===== src/hdl/cwin_pkg.sv =====
// Shared types and constants for the cosine-sum window coefficient generator.
// Holds widths, pipeline depths, fixed-point constants and the window tables.
// No dependencies; every other file refers to it by scoped names.
`timescale 1ns / 1ps

package cwin_pkg;

  // Field and register widths
  localparam int unsigned INDEX_W  = 10;
  localparam int unsigned LENGTH_W = 11;
  localparam int unsigned KIND_W   = 2;
  localparam int unsigned COEF_W   = 17;
  localparam int unsigned DEN_W    = 10;

  // Longest window accepted by a length write
  localparam logic [LENGTH_W-1:0] MAX_LENGTH = 11'd1024;
  localparam logic [LENGTH_W-1:0] MIN_LENGTH = 11'd2;
  localparam logic [LENGTH_W-1:0] RESET_LENGTH = 11'd1024;

  // Register indexes on the configuration port
  localparam logic [0:0] REG_WINDOW_KIND   = 1'b0;
  localparam logic [0:0] REG_WINDOW_LENGTH = 1'b1;

  // Phase division: k*n (12 bits) followed by 24 fraction bits
  localparam int unsigned PHASE_W    = 24;
  localparam int unsigned KN_W       = 12;
  localparam int unsigned DIV_W      = KN_W + PHASE_W;
  localparam int unsigned DIV_STEPS  = 6;
  localparam int unsigned DIV_STAGES = DIV_W / DIV_STEPS;

  // Pipeline depth of each unit and of the whole datapath
  localparam int unsigned TRIG_STAGES = 12;
  localparam int unsigned SUM_STAGES  = 2;
  localparam int unsigned PIPE_DEPTH  = DIV_STAGES + TRIG_STAGES + SUM_STAGES;

  typedef logic [PHASE_W-1:0] phase_t;
  typedef logic signed [31:0] cos_t;

  // Q2.30 fixed-point constants
  localparam logic [30:0] Q30_ONE       = 31'h4000_0000;
  localparam logic [31:0] PI_Q30        = 32'd3373259426;
  localparam logic [21:0] QUARTER_HALF  = 22'h20_0000;
  localparam logic [22:0] QUARTER_FULL  = 23'h40_0000;
  localparam logic [53:0] TH_ROUND      = 54'h40_0000;

  // Horner divisors as reciprocal multiply and shift, exact for 30-bit operands.
  // Row 0: cosine divisors 56, 30, 12, 2. Row 1: sine divisors 72, 42, 20, 6.
  localparam int unsigned HORNER_SHIFT [2][4] = '{
    '{36, 35, 34, 31},
    '{37, 36, 35, 33}
  };
  localparam logic [31:0] HORNER_MAGIC [2][4] = '{
    '{32'(((64'd1 << 36) + 64'd55) / 64'd56),
      32'(((64'd1 << 35) + 64'd29) / 64'd30),
      32'(((64'd1 << 34) + 64'd11) / 64'd12),
      32'(((64'd1 << 31) + 64'd1) / 64'd2)},
    '{32'(((64'd1 << 37) + 64'd71) / 64'd72),
      32'(((64'd1 << 36) + 64'd41) / 64'd42),
      32'(((64'd1 << 35) + 64'd19) / 64'd20),
      32'(((64'd1 << 33) + 64'd5) / 64'd6)}
  };

  // Window terms a0..a3 in Q2.30, one row per window kind
  localparam logic [29:0] COEF_TAB [4][4] = '{
    '{30'd536870912, 30'd536870912, 30'd0,         30'd0},
    '{30'd578059648, 30'd495682176, 30'd0,         30'd0},
    '{30'd450971566, 30'd536870912, 30'd85899346,  30'd0},
    '{30'd385204879, 30'd524297395, 30'd151698245, 30'd12541305}
  };

  // Output rounding and saturation
  localparam logic signed [63:0] ROUND_HALF = 64'sh0000_0800_0000_0000;
  localparam logic [COEF_W-1:0]  COEF_ONE   = 17'h1_0000;

endpackage


===== src/hdl/cwin_phase_div.sv =====
// Pipelined restoring divider giving the phase of k*x in turns, Q0.24.
// phase = floor((k*n*2^24 + floor(den/2)) / den) mod 2^24, DIV_STEPS quotient bits per stage.
// Depends on cwin_pkg.
`timescale 1ns / 1ps

module cwin_phase_div (
  input  logic                          clk,
  input  logic                          en,
  input  logic [cwin_pkg::KN_W-1:0]     kn,
  input  logic [cwin_pkg::DEN_W-1:0]    den,
  output cwin_pkg::phase_t              phase
);

  localparam int unsigned Steps  = cwin_pkg::DIV_STEPS;
  localparam int unsigned Stages = cwin_pkg::DIV_STAGES;
  localparam int unsigned DivW   = cwin_pkg::DIV_W;
  localparam int unsigned DenW   = cwin_pkg::DEN_W;

  typedef struct packed {
    logic [DivW-1:0] work;
    logic [DenW-1:0] rem;
  } div_state_t;

  // Run a group of restoring steps; quotient bits shift in at the bottom
  function automatic div_state_t div_steps(input div_state_t st, input logic [DenW-1:0] d);
    div_state_t  o;
    logic [DenW:0] r2;
    o = st;
    for (int i = 0; i < Steps; i++) begin
      r2 = {o.rem, o.work[DivW-1]};
      if (r2 >= {1'b0, d}) begin
        o.rem  = DenW'(r2 - {1'b0, d});
        o.work = {o.work[DivW-2:0], 1'b1};
      end else begin
        o.rem  = r2[DenW-1:0];
        o.work = {o.work[DivW-2:0], 1'b0};
      end
    end
    return o;
  endfunction

  div_state_t stage_in [Stages];
  div_state_t stage_q  [Stages];
  logic [cwin_pkg::PHASE_W-1:0] rounding;

  // Numerator: k*n above 24 fraction bits, half the divisor added for rounding
  assign rounding = cwin_pkg::PHASE_W'(den >> 1);

  always_comb begin
    stage_in[0].work = {kn, rounding};
    stage_in[0].rem  = '0;
    for (int s = 1; s < Stages; s++) begin
      stage_in[s] = stage_q[s-1];
    end
  end

  // Advance every stage together
  always_ff @(posedge clk) begin
    if (en) begin
      for (int s = 0; s < Stages; s++) begin
        stage_q[s] <= div_steps(stage_in[s], den);
      end
    end
  end

  // Keep the fraction of the quotient only
  assign phase = stage_q[Stages-1].work[cwin_pkg::PHASE_W-1:0];

endmodule


===== config.mk =====
export PLATFORM = sky130hd
export DESIGN_NAME = cwin_phase_div
export DESIGN_NICKNAME = d
export VERILOG_FILES = /design/src/hdl/cwin_pkg.sv /design/src/hdl/cwin_phase_div.sv
export SDC_FILE = /design/constraint.sdc
export NUM_CORES = 1
export LEC_CHECK = 0
export BUFFER_PORTS_ARGS = -buffer_cell sky130_fd_sc_hd__buf_2
export CAP_MARGIN = 20
export CORE_MARGIN = 1.5
export CORE_UTILIZATION = 60
export DETAILED_ROUTE_END_ITERATION = 8
export GPL_TIMING_DRIVEN = 0
export PLACE_DENSITY = 0.77
export SLEW_MARGIN = 20
export SYNTH_ARGS = -nofsm -noshare
export SYNTH_HDL_FRONTEND = slang
export SYNTH_SLANG_ARGS = --single-unit

===== constraint.sdc =====
create_clock -name clk -period 18.4 [get_ports clk]
set_clock_uncertainty 0.15 [all_clocks]
set_input_delay 0 -clock clk [delete_from_list [all_inputs] [get_ports clk]]
set_output_delay 0 -clock clk [all_outputs]
set_load 0.05 [all_outputs]

; ---- Yosys cells after proc, flatten, opt, wreduce, memory -nomap -nowiden
; Memory sizes are Yosys's and may differ from the RTL's.
; Index checks and enable logic that the tools add are counted.
[op_classes]
mux = 74
n_lt_le_gt_ge = 36
addsub = 36
[op_table]
columns = op, n
row1 = $mux 46, 36
row2 = $mux 11, 36
row3 = $ge 11x10->1, 35
row4 = $sub 10x10->10, 35
row5 = $ge 1x10->1, 1
row6 = $sub 1x10->10, 1
row7 = $mux 1, 2
[totals]
regBits = 0
memories = 1
output_inout_bits = 24
ram_bits = 276
in_bits = 24
elab_cells = 147
[mem_list]
columns = memory, words, width, rd, rd_ports_with_merged_regs, wr, line
row1 = stage_q, 6, 46, 6, 0, 6, cwin_phase_div.sv:43  ; div_state_t stage_q [Stages];

; ---- Longest topological paths before layout
; An unclocked memory read counts as a cell.
[depth]
ltp_word = 19
mapped_depth = 73
mapped_depth_nobuf = 67

; ---- Least setup slack after synthesis
; OpenSTA, ideal clock, no wires.
[synth_path]
path_kind = input-to-reg
startpoint = in den[1] in the netlist's numbering
endpoint = mem stage_q[1][1] in the netlist's numbering, data pin
setup_ns = 0.260
n_path_buf = 4
cell_stages = 66
path_slack_ns = 3.332
required_time_ns = 17.990
t_arrival_ns = 14.658
cell_sequence = buf_2 inv_1 ha_1 nor2b_1 o31a_1 o211ai_2 o21ai_2 o21ai_0 inv_1 ha_1 nor2b_1 o31a_1 o41ai_1 o311a_1 o2bb2ai_2 nor2_1 buf_2 mux2_2 [... 30 more ...] o21a_1 o21ai_0 and2_0 nand2_2 mux2i_1 ha_1 nor2b_1 o21ai_0 a21boi_0 o21ai_0 a21boi_0 o21ai_0 nand2b_1 a21o_1 a21o_1 a211o_1 a211oi_4 mux2_2
[synth_lines]
columns = element, line
row1 = "start, declared", cwin_phase_div.sv:10  ; input logic [cwin_pkg::DEN_W-1:0] den,
row2 = "end, declared", cwin_phase_div.sv:43

==> results.cfg <==
[clocking]
cts.clk_slew.worst_paths_ns = 0.07
cts_buffers = 17
cts_root_buffer = clkbuf_16
clk_latency_ns = 0.47
cts_htree_levels = 4
cts_tree = done
clock_sinks = 158
cts_buffer_depth = 2

[synthesis]
synth-main-ff-cell = edfxtp_1
ys_types = 99
yosysTopAreaCell = edfxtp_1
synth_common_cells = 340 x ha_1, 236 x nor2_1, 213 x a21oi_1
synth_edf_count = 158
synth_warnings = 0
synth.cell_area_um2 = 23300
syn_avg_cell_area_um2 = 8.47
yosysSeqAreaShare_pct = 20.4
synth_top_area_share_pct = 20.4
async_flop_share_pct = 0
synth.top_cells.by_area = edfxtp_1 20%, ha_1 18%, mux2_2 4.9%
synth_nets = 3138
yosysMostFrequentCell = ha_1
synth_cells = 2752
ys_ff_latch = 158

[critical_path]
critPathLaunchType = primary input
cp_common_cell = o21ai_0
cp.arrival_ns = 17.35
worst-path-max-fanout = 22
critPathMaxStageDelay_ns = 0.55
endpoint_kind = flip-flop
crit_path_top_delay_cell = dlygate4sd3_1
critical_path_class = in2reg
worstPathRequired_ns = 18.46

[layout]
fin_nets = 3229
post-route-util_pct = 65.4
post-route-cell-area_um2 = 25200
largest_reg_flops = 158
largest_register = stage_q
reg_top3 = stage_q x158
syn2layout_area_growth_pct = 7.98
num_antenna_cells = 0
drive_gt1_share_pct = 9.49

[floorplan]
num_rows = 72
die_area_um2 = 40000
initial_utilization_pct = 60.6
dieHeight_um = 200
ios = 48
die_w_um = 200
core-area_um2 = 38500

[timing]
min_period_ns = 17.30
timing.max_slew.rel_slack_pct = 35.7
final_hold_viol_count = 0
finalMaxSlewViolations = 0
tightest_slew_ns = 0.964
timing.final.crit_share_pct = 94.0
setup_viol = 0
max_freq_ghz = 0.0578

[global_routing]
antenna_found_initial = 0
grt_pass1_vias = 20753
grt_max_degree = 83
grt_pass1_wl_um = 102000
grtUsageTotal_pct = 30.6
grt-ovfl-total = 0

[drt]
wl_met3_um = 3720
drc = 0
via_per_inst = 6.38
vias = 21536
wl_met2_um = 29400
ant_nets = 0
m1WireLength_um = 27400
highest_layer = met4
drt_wl_total_um = 62500
drt_iter0_markers = 1613
dr.pass1.iters = 6
routedWlPerCell_um = 18.5

[placement]
post_dp_cell_area_um2 = 24300
place_congestion = 0.921
io_buffers = 47
dpl.hpwl_um = 46000

[run]
cap_violations = 0

[run_status]
status = completed

[hold_path]
min_path_type = in2reg
## logic make-up after synthesis
family,share of synthesized area (%)
flip-flops,20.4
adder cells (fa/ha/maj),20.1
buffers and inverters,3.64
AND/OR/NAND/NOR,16.3
multiplexers,7.00
XOR/XNOR,7.81
AO/OA/AOI/OAI,24.8
## cell type report
| class | count | area, um2 |
|---|---|---|
| Inverter | 171 | 654 |
| Buffer | 47 | 211 |
| Clock inverter | 15 | 151 |
| Fill cell | 3302 | 13300 |
| Multi-Input combinational cell | 2376 | 17800 |
| Sequential cell | 158 | 4740 |
| Clock buffer | 17 | 425 |
| Timing Repair Buffer | 72 | 576 |
| Tap cell | 518 | 648 |
## per-layer routing
metal / GRT usage [%] / vias up
met1: 39.4 / 10141
met2: 52.7 / 741
met4: 11.4 / 0
met3: 3.64 / 145
li1: - / 10509
met5: 0 / -
## cells in the final DEF, fill, tap and decap left out, types with 9 or more instances in the layout
| cell | n |
|---|---|
| o21a_1 | 73 |
| mux2i_1 | 45 |
| ha_1 | 340 |
| fa_1 | 22 |
| o21ai_0 | 196 |
| and3_1 | 18 |
| o21bai_1 | 28 |
| clkbuf_16 | 17 |
| inv_1 | 158 |
| or3_1 | 17 |
| or2_2 | 13 |
| o211ai_1 | 13 |
| clkbuf_1 | 25 |
| nand3_1 | 43 |
| o221ai_1 | 20 |
| nor2_1 | 235 |
| and2_1 | 11 |
| buf_2 | 58 |
| a211oi_1 | 28 |
| o31ai_1 | 21 |
| nand4_1 | 46 |
| a21boi_0 | 15 |
| xor2_1 | 90 |
| mux2_2 | 101 |
| nor2b_1 | 62 |
| a21oi_1 | 213 |
| a21o_1 | 96 |
| nand2_1 | 190 |
| xnor2_1 | 118 |
| nand2b_1 | 46 |
| a31oi_1 | 19 |
| dlygate4sd3_1 | 18 |
| edfxtp_1 | 158 |
| nor3_1 | 65 |
| or4_1 | 9 |
| o2111ai_1 | 12 |
| o31a_1 | 17 |
## per-stage QoR
step           hold slack, ns  instances  setup TNS, ns  worst slack (ns)
2_1_floorplan         -0.0511       2752              0              3.33
3_3_place_gp           0.0278       3317          -7.22            -0.484
3_5_place_dp           0.0296       3323              0             0.266
4_1_cts                0.0827       3373              0             0.537
5_1_grt                 0.103       3374        -0.0248           -0.0183
6_report               0.0846       3374              0              1.10
## final timing paths
path	startpoint	endpoint	slack [ns]	cells after the start
max reg2reg	stage_q[3][0]	stage_q[4][7]	1.80	63
max	den[1]	stage_q[4][7]	1.10	67
min	kn[5]	stage_q[0][45]	0.08	2
min reg2reg	stage_q[4][11]	stage_q[5][17]	0.27	0
## worst max-delay path: cells and delay by family
family | cells | cell delay (ns)
mux | 2 | 0.76
buf+inv | 12 | 3.62
compound gates | 35 | 8.80
simple gates | 12 | 2.16
fa+ha+maj | 6 | 1.94
## timing repair
item / 4_1_cts / 5_1_grt
setup endpoints to repair: 0 / 38
hold buffers: 18 / 0
gates resized for setup: 0 / 19
buffers inserted: 0 / 1
endpoints found under the hold margin: 98 / 0
Power is not shown: default switching activity piles up to over one toggle a cycle in this logic, so the estimate is an artifact.
