$ cat config.mk
export PLATFORM = sky130hd
export DESIGN_NAME = cwin_sum
export DESIGN_NICKNAME = d
export VERILOG_FILES = /design/src/hdl/cwin_pkg.sv /design/src/hdl/cwin_sum.sv
export SDC_FILE = /design/constraint.sdc
export NUM_CORES = 2
export LEC_CHECK = 0
export BUFFER_PORTS_ARGS = -buffer_cell sky130_fd_sc_hd__buf_2
export CORE_ASPECT_RATIO = 0.6
export CORE_MARGIN = 2
export CORE_UTILIZATION = 30
export CTS_BUF_LIST = sky130_fd_sc_hd__clkbuf_4
export DETAILED_ROUTE_END_ITERATION = 7
export MAX_ROUTING_LAYER = met4
export PLACE_DENSITY = 0.45
export SLEW_MARGIN = 30
export SYNTH_ARGS = -nofsm -noshare
export SYNTH_HDL_FRONTEND = slang
export SYNTH_SLANG_ARGS = --single-unit
$ cat constraint.sdc
create_clock -name clk -period 9.5 [get_ports clk]
set_input_delay 0 -clock clk [delete_from_list [all_inputs] [get_ports clk]]
set_output_delay 0 -clock clk [all_outputs]
set_load 0.02 [all_outputs]
$ cat src/hdl/cwin_pkg.sv
// Shared types and constants for the cosine-sum window coefficient generator.
// Holds widths, pipeline depths, fixed-point constants and the window tables.
// No dependencies; every other file refers to it by scoped names.
`timescale 1ns / 1ps

package cwin_pkg;

  // Field and register widths
  localparam int unsigned INDEX_W  = 10;
  localparam int unsigned LENGTH_W = 11;
  localparam int unsigned KIND_W   = 2;
  localparam int unsigned COEF_W   = 17;
  localparam int unsigned DEN_W    = 10;

  // Longest window accepted by a length write
  localparam logic [LENGTH_W-1:0] MAX_LENGTH = 11'd1024;
  localparam logic [LENGTH_W-1:0] MIN_LENGTH = 11'd2;
  localparam logic [LENGTH_W-1:0] RESET_LENGTH = 11'd1024;

  // Register indexes on the configuration port
  localparam logic [0:0] REG_WINDOW_KIND   = 1'b0;
  localparam logic [0:0] REG_WINDOW_LENGTH = 1'b1;

  // Phase division: k*n (12 bits) followed by 24 fraction bits
  localparam int unsigned PHASE_W    = 24;
  localparam int unsigned KN_W       = 12;
  localparam int unsigned DIV_W      = KN_W + PHASE_W;
  localparam int unsigned DIV_STEPS  = 6;
  localparam int unsigned DIV_STAGES = DIV_W / DIV_STEPS;

  // Pipeline depth of each unit and of the whole datapath
  localparam int unsigned TRIG_STAGES = 12;
  localparam int unsigned SUM_STAGES  = 2;
  localparam int unsigned PIPE_DEPTH  = DIV_STAGES + TRIG_STAGES + SUM_STAGES;

  typedef logic [PHASE_W-1:0] phase_t;
  typedef logic signed [31:0] cos_t;

  // Q2.30 fixed-point constants
  localparam logic [30:0] Q30_ONE       = 31'h4000_0000;
  localparam logic [31:0] PI_Q30        = 32'd3373259426;
  localparam logic [21:0] QUARTER_HALF  = 22'h20_0000;
  localparam logic [22:0] QUARTER_FULL  = 23'h40_0000;
  localparam logic [53:0] TH_ROUND      = 54'h40_0000;

  // Horner divisors as reciprocal multiply and shift, exact for 30-bit operands.
  // Row 0: cosine divisors 56, 30, 12, 2. Row 1: sine divisors 72, 42, 20, 6.
  localparam int unsigned HORNER_SHIFT [2][4] = '{
    '{36, 35, 34, 31},
    '{37, 36, 35, 33}
  };
  localparam logic [31:0] HORNER_MAGIC [2][4] = '{
    '{32'(((64'd1 << 36) + 64'd55) / 64'd56),
      32'(((64'd1 << 35) + 64'd29) / 64'd30),
      32'(((64'd1 << 34) + 64'd11) / 64'd12),
      32'(((64'd1 << 31) + 64'd1) / 64'd2)},
    '{32'(((64'd1 << 37) + 64'd71) / 64'd72),
      32'(((64'd1 << 36) + 64'd41) / 64'd42),
      32'(((64'd1 << 35) + 64'd19) / 64'd20),
      32'(((64'd1 << 33) + 64'd5) / 64'd6)}
  };

  // Window terms a0..a3 in Q2.30, one row per window kind
  localparam logic [29:0] COEF_TAB [4][4] = '{
    '{30'd536870912, 30'd536870912, 30'd0,         30'd0},
    '{30'd578059648, 30'd495682176, 30'd0,         30'd0},
    '{30'd450971566, 30'd536870912, 30'd85899346,  30'd0},
    '{30'd385204879, 30'd524297395, 30'd151698245, 30'd12541305}
  };

  // Output rounding and saturation
  localparam logic signed [63:0] ROUND_HALF = 64'sh0000_0800_0000_0000;
  localparam logic [COEF_W-1:0]  COEF_ONE   = 17'h1_0000;

endpackage

$ cat src/hdl/cwin_sum.sv
// Weighted cosine sum, rounding and clamping to unsigned Q1.16.
// Two register stages (products, sum); rounding is combinational from the sum.
// Depends on cwin_pkg.
`timescale 1ns / 1ps

module cwin_sum (
  input  logic                           clk,
  input  logic                           en,
  input  logic [cwin_pkg::KIND_W-1:0]    kind,
  input  cwin_pkg::cos_t                 cos1,
  input  cwin_pkg::cos_t                 cos2,
  input  cwin_pkg::cos_t                 cos3,
  output logic [cwin_pkg::COEF_W-1:0]    coef
);

  logic signed [61:0] a_ext [3];
  logic signed [61:0] c_ext [3];
  logic signed [61:0] term  [3];
  logic [29:0]        a0_q;
  logic signed [63:0] acc;
  logic signed [63:0] rnd;
  logic [19:0]        rnd_hi;

  // Sign-extend terms and cosines for the products
  always_comb begin
    for (int k = 0; k < 3; k++) begin
      a_ext[k] = 62'($signed({1'b0, cwin_pkg::COEF_TAB[kind][k+1]}));
    end
    c_ext[0] = 62'(cos1);
    c_ext[1] = 62'(cos2);
    c_ext[2] = 62'(cos3);
  end

  // Products, then alternating sum
  always_ff @(posedge clk) begin
    if (en) begin
      for (int k = 0; k < 3; k++) term[k] <= a_ext[k] * c_ext[k];
      a0_q <= cwin_pkg::COEF_TAB[kind][0];
      acc  <= $signed({4'b0000, a0_q, 30'd0}) - 64'(term[0]) + 64'(term[1])
              - 64'(term[2]);
    end
  end

  // Round to Q1.16, clamp negatives to zero and saturate at one
  assign rnd    = acc + cwin_pkg::ROUND_HALF;
  assign rnd_hi = rnd[63:44];

  always_comb begin
    if (acc[63] || (acc == 64'sd0)) begin
      coef = '0;
    end else if (rnd_hi > 20'(cwin_pkg::COEF_ONE)) begin
      coef = cwin_pkg::COEF_ONE;
    end else begin
      coef = rnd_hi[cwin_pkg::COEF_W-1:0];
    end
  end

endmodule
# After elaboration in Yosys (flattened, before gate mapping)
# Memory sizes are Yosys's and may differ from the RTL's.
# Index checks and enable logic that the tools add are counted.
# word_totals
memories	1
out_inout_bits	17
wordCells	22
input_bits	100
ram_bits	186
reg_bits	94
# op_classes
n_mux	7
mul	3
n_lt_le_gt_ge	2
bitwise_logic	1
add_sub_neg	4
n_reduce_logical	2
# memory_table
name	depth	width	rd	rd_ports_with_merged_regs	wr	line_no	source
term	3	62	3	0	3	cwin_sum.sv:18	logic signed [61:0] term [3];
# ops
cell	n
binary-select mux 120 bit (select 2 bit)	1
two-way mux 120 bit	2
multiplier 31 x 32 -> 62 bit	3
adder 63 x 62 -> 64 bit	1
adder 64 x 45 -> 64 bit (second input constant)	1
zero test 64 bit	1
subtractor 64 x 62 -> 64 bit	1
subtractor 61 x 62 -> 63 bit	1
two-way mux 17 bit	2
greater-than comparator 20 x 17 -> 1 bit (second input constant)	1
>= comparator 3 bit (second input constant)	1
NOT 2 -> 3 bit	1
two-way mux 1 bit	2
logical OR 1 bit	1

# Logic depth before layout (Yosys ltp)
# logic_depth
word_depth	5
ltp_mapped	34
depth_no_buf	31

# Worst setup path before layout
# Ideal clock, no wire load.
# synth_timing
kind	input-to-reg
startpoint	input port kind[0] (netlist name)
endpoint	memory term[0][60], data pin
setup_time_ns	0.274
arrival_ns	8.467
path_stages	27
path_buffers	2
t_required_ns	9.226
path_slack_ns	0.759
path_cell_list	ha_1 > clkbuf_1 > clkbuf_1 > nand2_1 > inv_1 > fa_1 > inv_1 > fa_1 > inv_1 > fa_1 > fa_1 > fa_1 > inv_1 > fa_1 > fa_1 > inv_1 > ha_1 > o21a_1 > o21a_1 > o21a_1 > or2_2 > a22oi_1 > and2_1 > o21ai_1 > a2111oi_0 > o41ai_1 > xor2_1
# synth_lines
item	line_no	source
start: declaration	cwin_sum.sv:9	input logic [cwin_pkg::KIND_W-1:0] kind,
end: declaration	cwin_sum.sv:18	

==> out/summary.txt <==
Final Hold Viols -> 0
Worst hold path type -> in2reg
Period Utilization, post-route -> 0.9777
DRT Wirelength -> 259000 microns
Final Setup Violations -> 0
Area contributors post-synth -> fa_1 42%, ha_1 19%, inv_1 12%
Crit end category -> flip-flop
Initial DRT Pass Iterations -> 6
Synth warn -> 0
Clock Path Buffers -> 3
Final setup skew -> 0.06301 ns
Iteration-0 DRC Markers -> 4044
Fill cells -> 27020
Worst EP arrival -> 9.88 ns
Critical path class -> in2reg
Largest net degree at the start of global routing -> 80
Slew HR -> 0.3779
Tot GR Track Use -> 0.2057
Reg area -> 0.007747 sq mm
Clk root buf -> clkbuf_4
Area delta synth->final -> 8.494%
Setup TNS -> 0 ns
Worst-Skew Late Latency -> 0.90 ns
Type of origin of the critical path -> input port
Post-DR wirelength/cell -> 22.29 microns
Via density -> 4.577
CP Data Required Time -> 10.10 ns
Non-filler instance count after layout -> 11620
# clock sinks -> 258
Horiz. Die Dim -> 666.3 microns
Post-route DRC -> 0
Grt ovf -> 0
Cts bufs inserted -> 69
Core area -> 0.2611 sq mm
Total placed cells including tap cells -> 11470
Initial antenna violation count -> 29
# resized after CTS -> 0
Share of cells above drive strength 1 -> 0.04810
Starting Density -> 0.3024
Final-stage net count -> 11070
Full die area -> 0.2674 sq mm
Number of global-route vias before repair -> 57610
Number of I/O pins -> 117
Avg Cell Area, Syn -> 10.03 sq um
Clock-pin slew on the worst setup and hold paths -> 0.06 ns
Multi-input logic area -> 0.06104 sq mm
CP max FO -> 28
Outcome -> completed
Unrepaired setup endpoints after global routing -> false
Post-synth ARST share -> 0
H-tree Lvls -> 3
CP peak stage delay -> 0.63 ns
Synthesized instance count -> 7869
Flops & latches, synth -> 258
Pins over their slew limit -> 0
Max Clock Freq -> 107.7 MHz
Port bufs -> 116
Die height -> 401.4 microns
Yosys top cell area share -> 0.4247
Crit path max-delay cell type -> dlygate4sd3_1
Synth unique cells -> 82
CP most frequent cell -> fa_1
Worst Max-Slew Pin Slew -> 0.9331 ns
MaxCap Viol Count -> 0
Post-Syn Nets -> 10840
Routability cong. -> 0.9507
DR vias -> 53180
Largest area contributor in the netlist -> fa_1
EDFF count, synth -> 258
Final min period -> 9.288 ns
First-pass GRT wire length -> 390300 microns
Mapped Area -> 0.07896 sq mm
Seq/Total Area, Yosys -> 0.09812
Rows -> 145
TritonCTS clock tree -> done
Post-detail-place hpwl -> 236000 microns
Most used DFF post-synth -> edfxtp_1
Antenna-violating nets left -> 0
cell usage in the layout (no fill, tap or decap), types with 6 or more instances in the layout:
cell type      synthesis  layout
inv_1               2610    2609
fa_1                1675    1675
ha_1                1191    1189
edfxtp_1             258     258
a21oi_1              249     249
nand2_1              243     242
xnor2_1              200     200
and2_1               174     174
a21o_1               171     171
nor2_1               148     146
buf_4                  0     139
o21ai_0              138     138
buf_2                  4     115
xor2_1               103     103
clkbuf_4               0      90
nand3_1               59      59
nor2b_1               53      53
nand4_1               47      47
and3_1                43      43
o21bai_1              41      41
nor3_1                39      39
a31oi_1               33      33
a211oi_1              26      26
o21a_1                26      26
nand2b_1              23      23
nor4_1                25      23
o211ai_1              19      19
dlygate4sd3_1          0      17
diode_2                0      16
clkinv_1               0      16
o31ai_1               11      11
or2_2                 10      10
or3_1                  9       9
a2111oi_0              8       8
a21boi_0               7       7
a221oi_1               7       7
and4_1                 6       6
o21ai_1                6       6
o2111ai_1              6       6
path summary, 6_finish.rpt:
| check | cells after the start | start | slack, ns | endpoint |
|---|---|---|---|---|
| worst max register to register | 15 | term[0][0]$_DFFE_PP_ | 4.14 | acc[58]$_DFFE_PP_ |
| worst max-delay path | 30 | kind[0] | 0.21 | term[0][177]$_DFFE_PP_ |
| worst min-delay path | 6 | cos2[3] | 0.14 | term[0][65]$_DFFE_PP_ |
| worst min register to register | 2 | term[0][124]$_DFFE_PP_ | 0.70 | acc[0]$_DFFE_PP_ |
worst max-delay path, delay by kind of cell:
family                   cells  cell delay, ns
XOR/XNOR                     1            0.17
AND/OR/NAND/NOR              4            1.03
AO/OA/AOI/OAI                8            2.63
buffers and inverters        8            1.83
adder cells (fa/ha/maj)      9            4.18
stage by stage:
stage / area (sq um) / worst slack (ns) / hold slack, ns / util
global route: 85650 / 0.04485 / 0.04417 / 0.3281
finish: 85660 / 0.2121 / 0.1388 / 0.3281
global placement: 84560 / 0.03178 / 0.2709 / 0.3239
detailed placement: 84580 / 0.05862 / 0.2891 / 0.3240
floorplan: 78960 / 0.7588 / 0.09887 / -
CTS: 85600 / 0.2706 / 0.06224 / 0.3279
state kept, by name, summed over array words and instances (netlist names):
signal	count
acc	64
a0_q	8
term	186
cells in the mapped netlist, types with 5 or more instances:
library cell,n
or3_1,9
ha_1,1191
o211ai_1,19
and4_1,6
nor2b_1,53
a41oi_1,5
xnor2_1,200
nand4_1,47
o2111ai_1,6
a31oi_1,33
a21boi_0,7
and2_1,174
xor2_1,103
inv_1,2610
a21o_1,171
nand3_1,59
o21ai_1,6
nor2_1,148
clkbuf_1,102
a21oi_1,249
edfxtp_1,258
or2_2,10
a221oi_1,7
o21ai_0,138
nor3b_1,5
o21bai_1,41
o21a_1,26
o31ai_1,11
a211oi_1,26
and3_1,43
a31o_2,5
fa_1,1675
a2111oi_0,8
nor3_1,39
nand2b_1,23
nand2_1,243
nor4_1,25
per-layer routing:
metal  track usage  share of wire  up-vias
li1              -              -    24450
met1        0.3241           0.53    27130
met2        0.2501           0.36     1469
met3       0.07112           0.10      127
met4       0.02368          0.011        0
met5             -              0        -
cell type report:
| class | instances | share of cell area |
|---|---|---|
| diodes | 16 | 0.0004674 |
| clock inverters | 24 | 0.002059 |
| clock buffers | 90 | 0.007887 |
| repair buffers | 275 | 0.02176 |
| well taps | 3454 | 0.05045 |
| flip-flops and latches | 258 | 0.09044 |
| multi-input cells | 4891 | 0.7125 |
| inverters | 2611 | 0.1144 |
repair_timing:
action,4_1_cts,5_1_grt
buffers inserted,0,1
endpoints found under the setup margin,0,10
hold endpoints to repair,98,0
hold buffers,17,0
cell families after synthesis:
kind of cell             share of synthesized area
adder cells (fa/ha/maj)                     0.6134
AND/OR/NAND/NOR                            0.05840
flip-flops                                 0.09812
multiplexers                             0.0006656
buffers and inverters                       0.1294
XOR/XNOR                                   0.03361
AO/OA/AOI/OAI                              0.06638
Power is left out: the tool's default activity adds up to more than one toggle a clock period on the data nets, which glitch-free logic cannot reach.
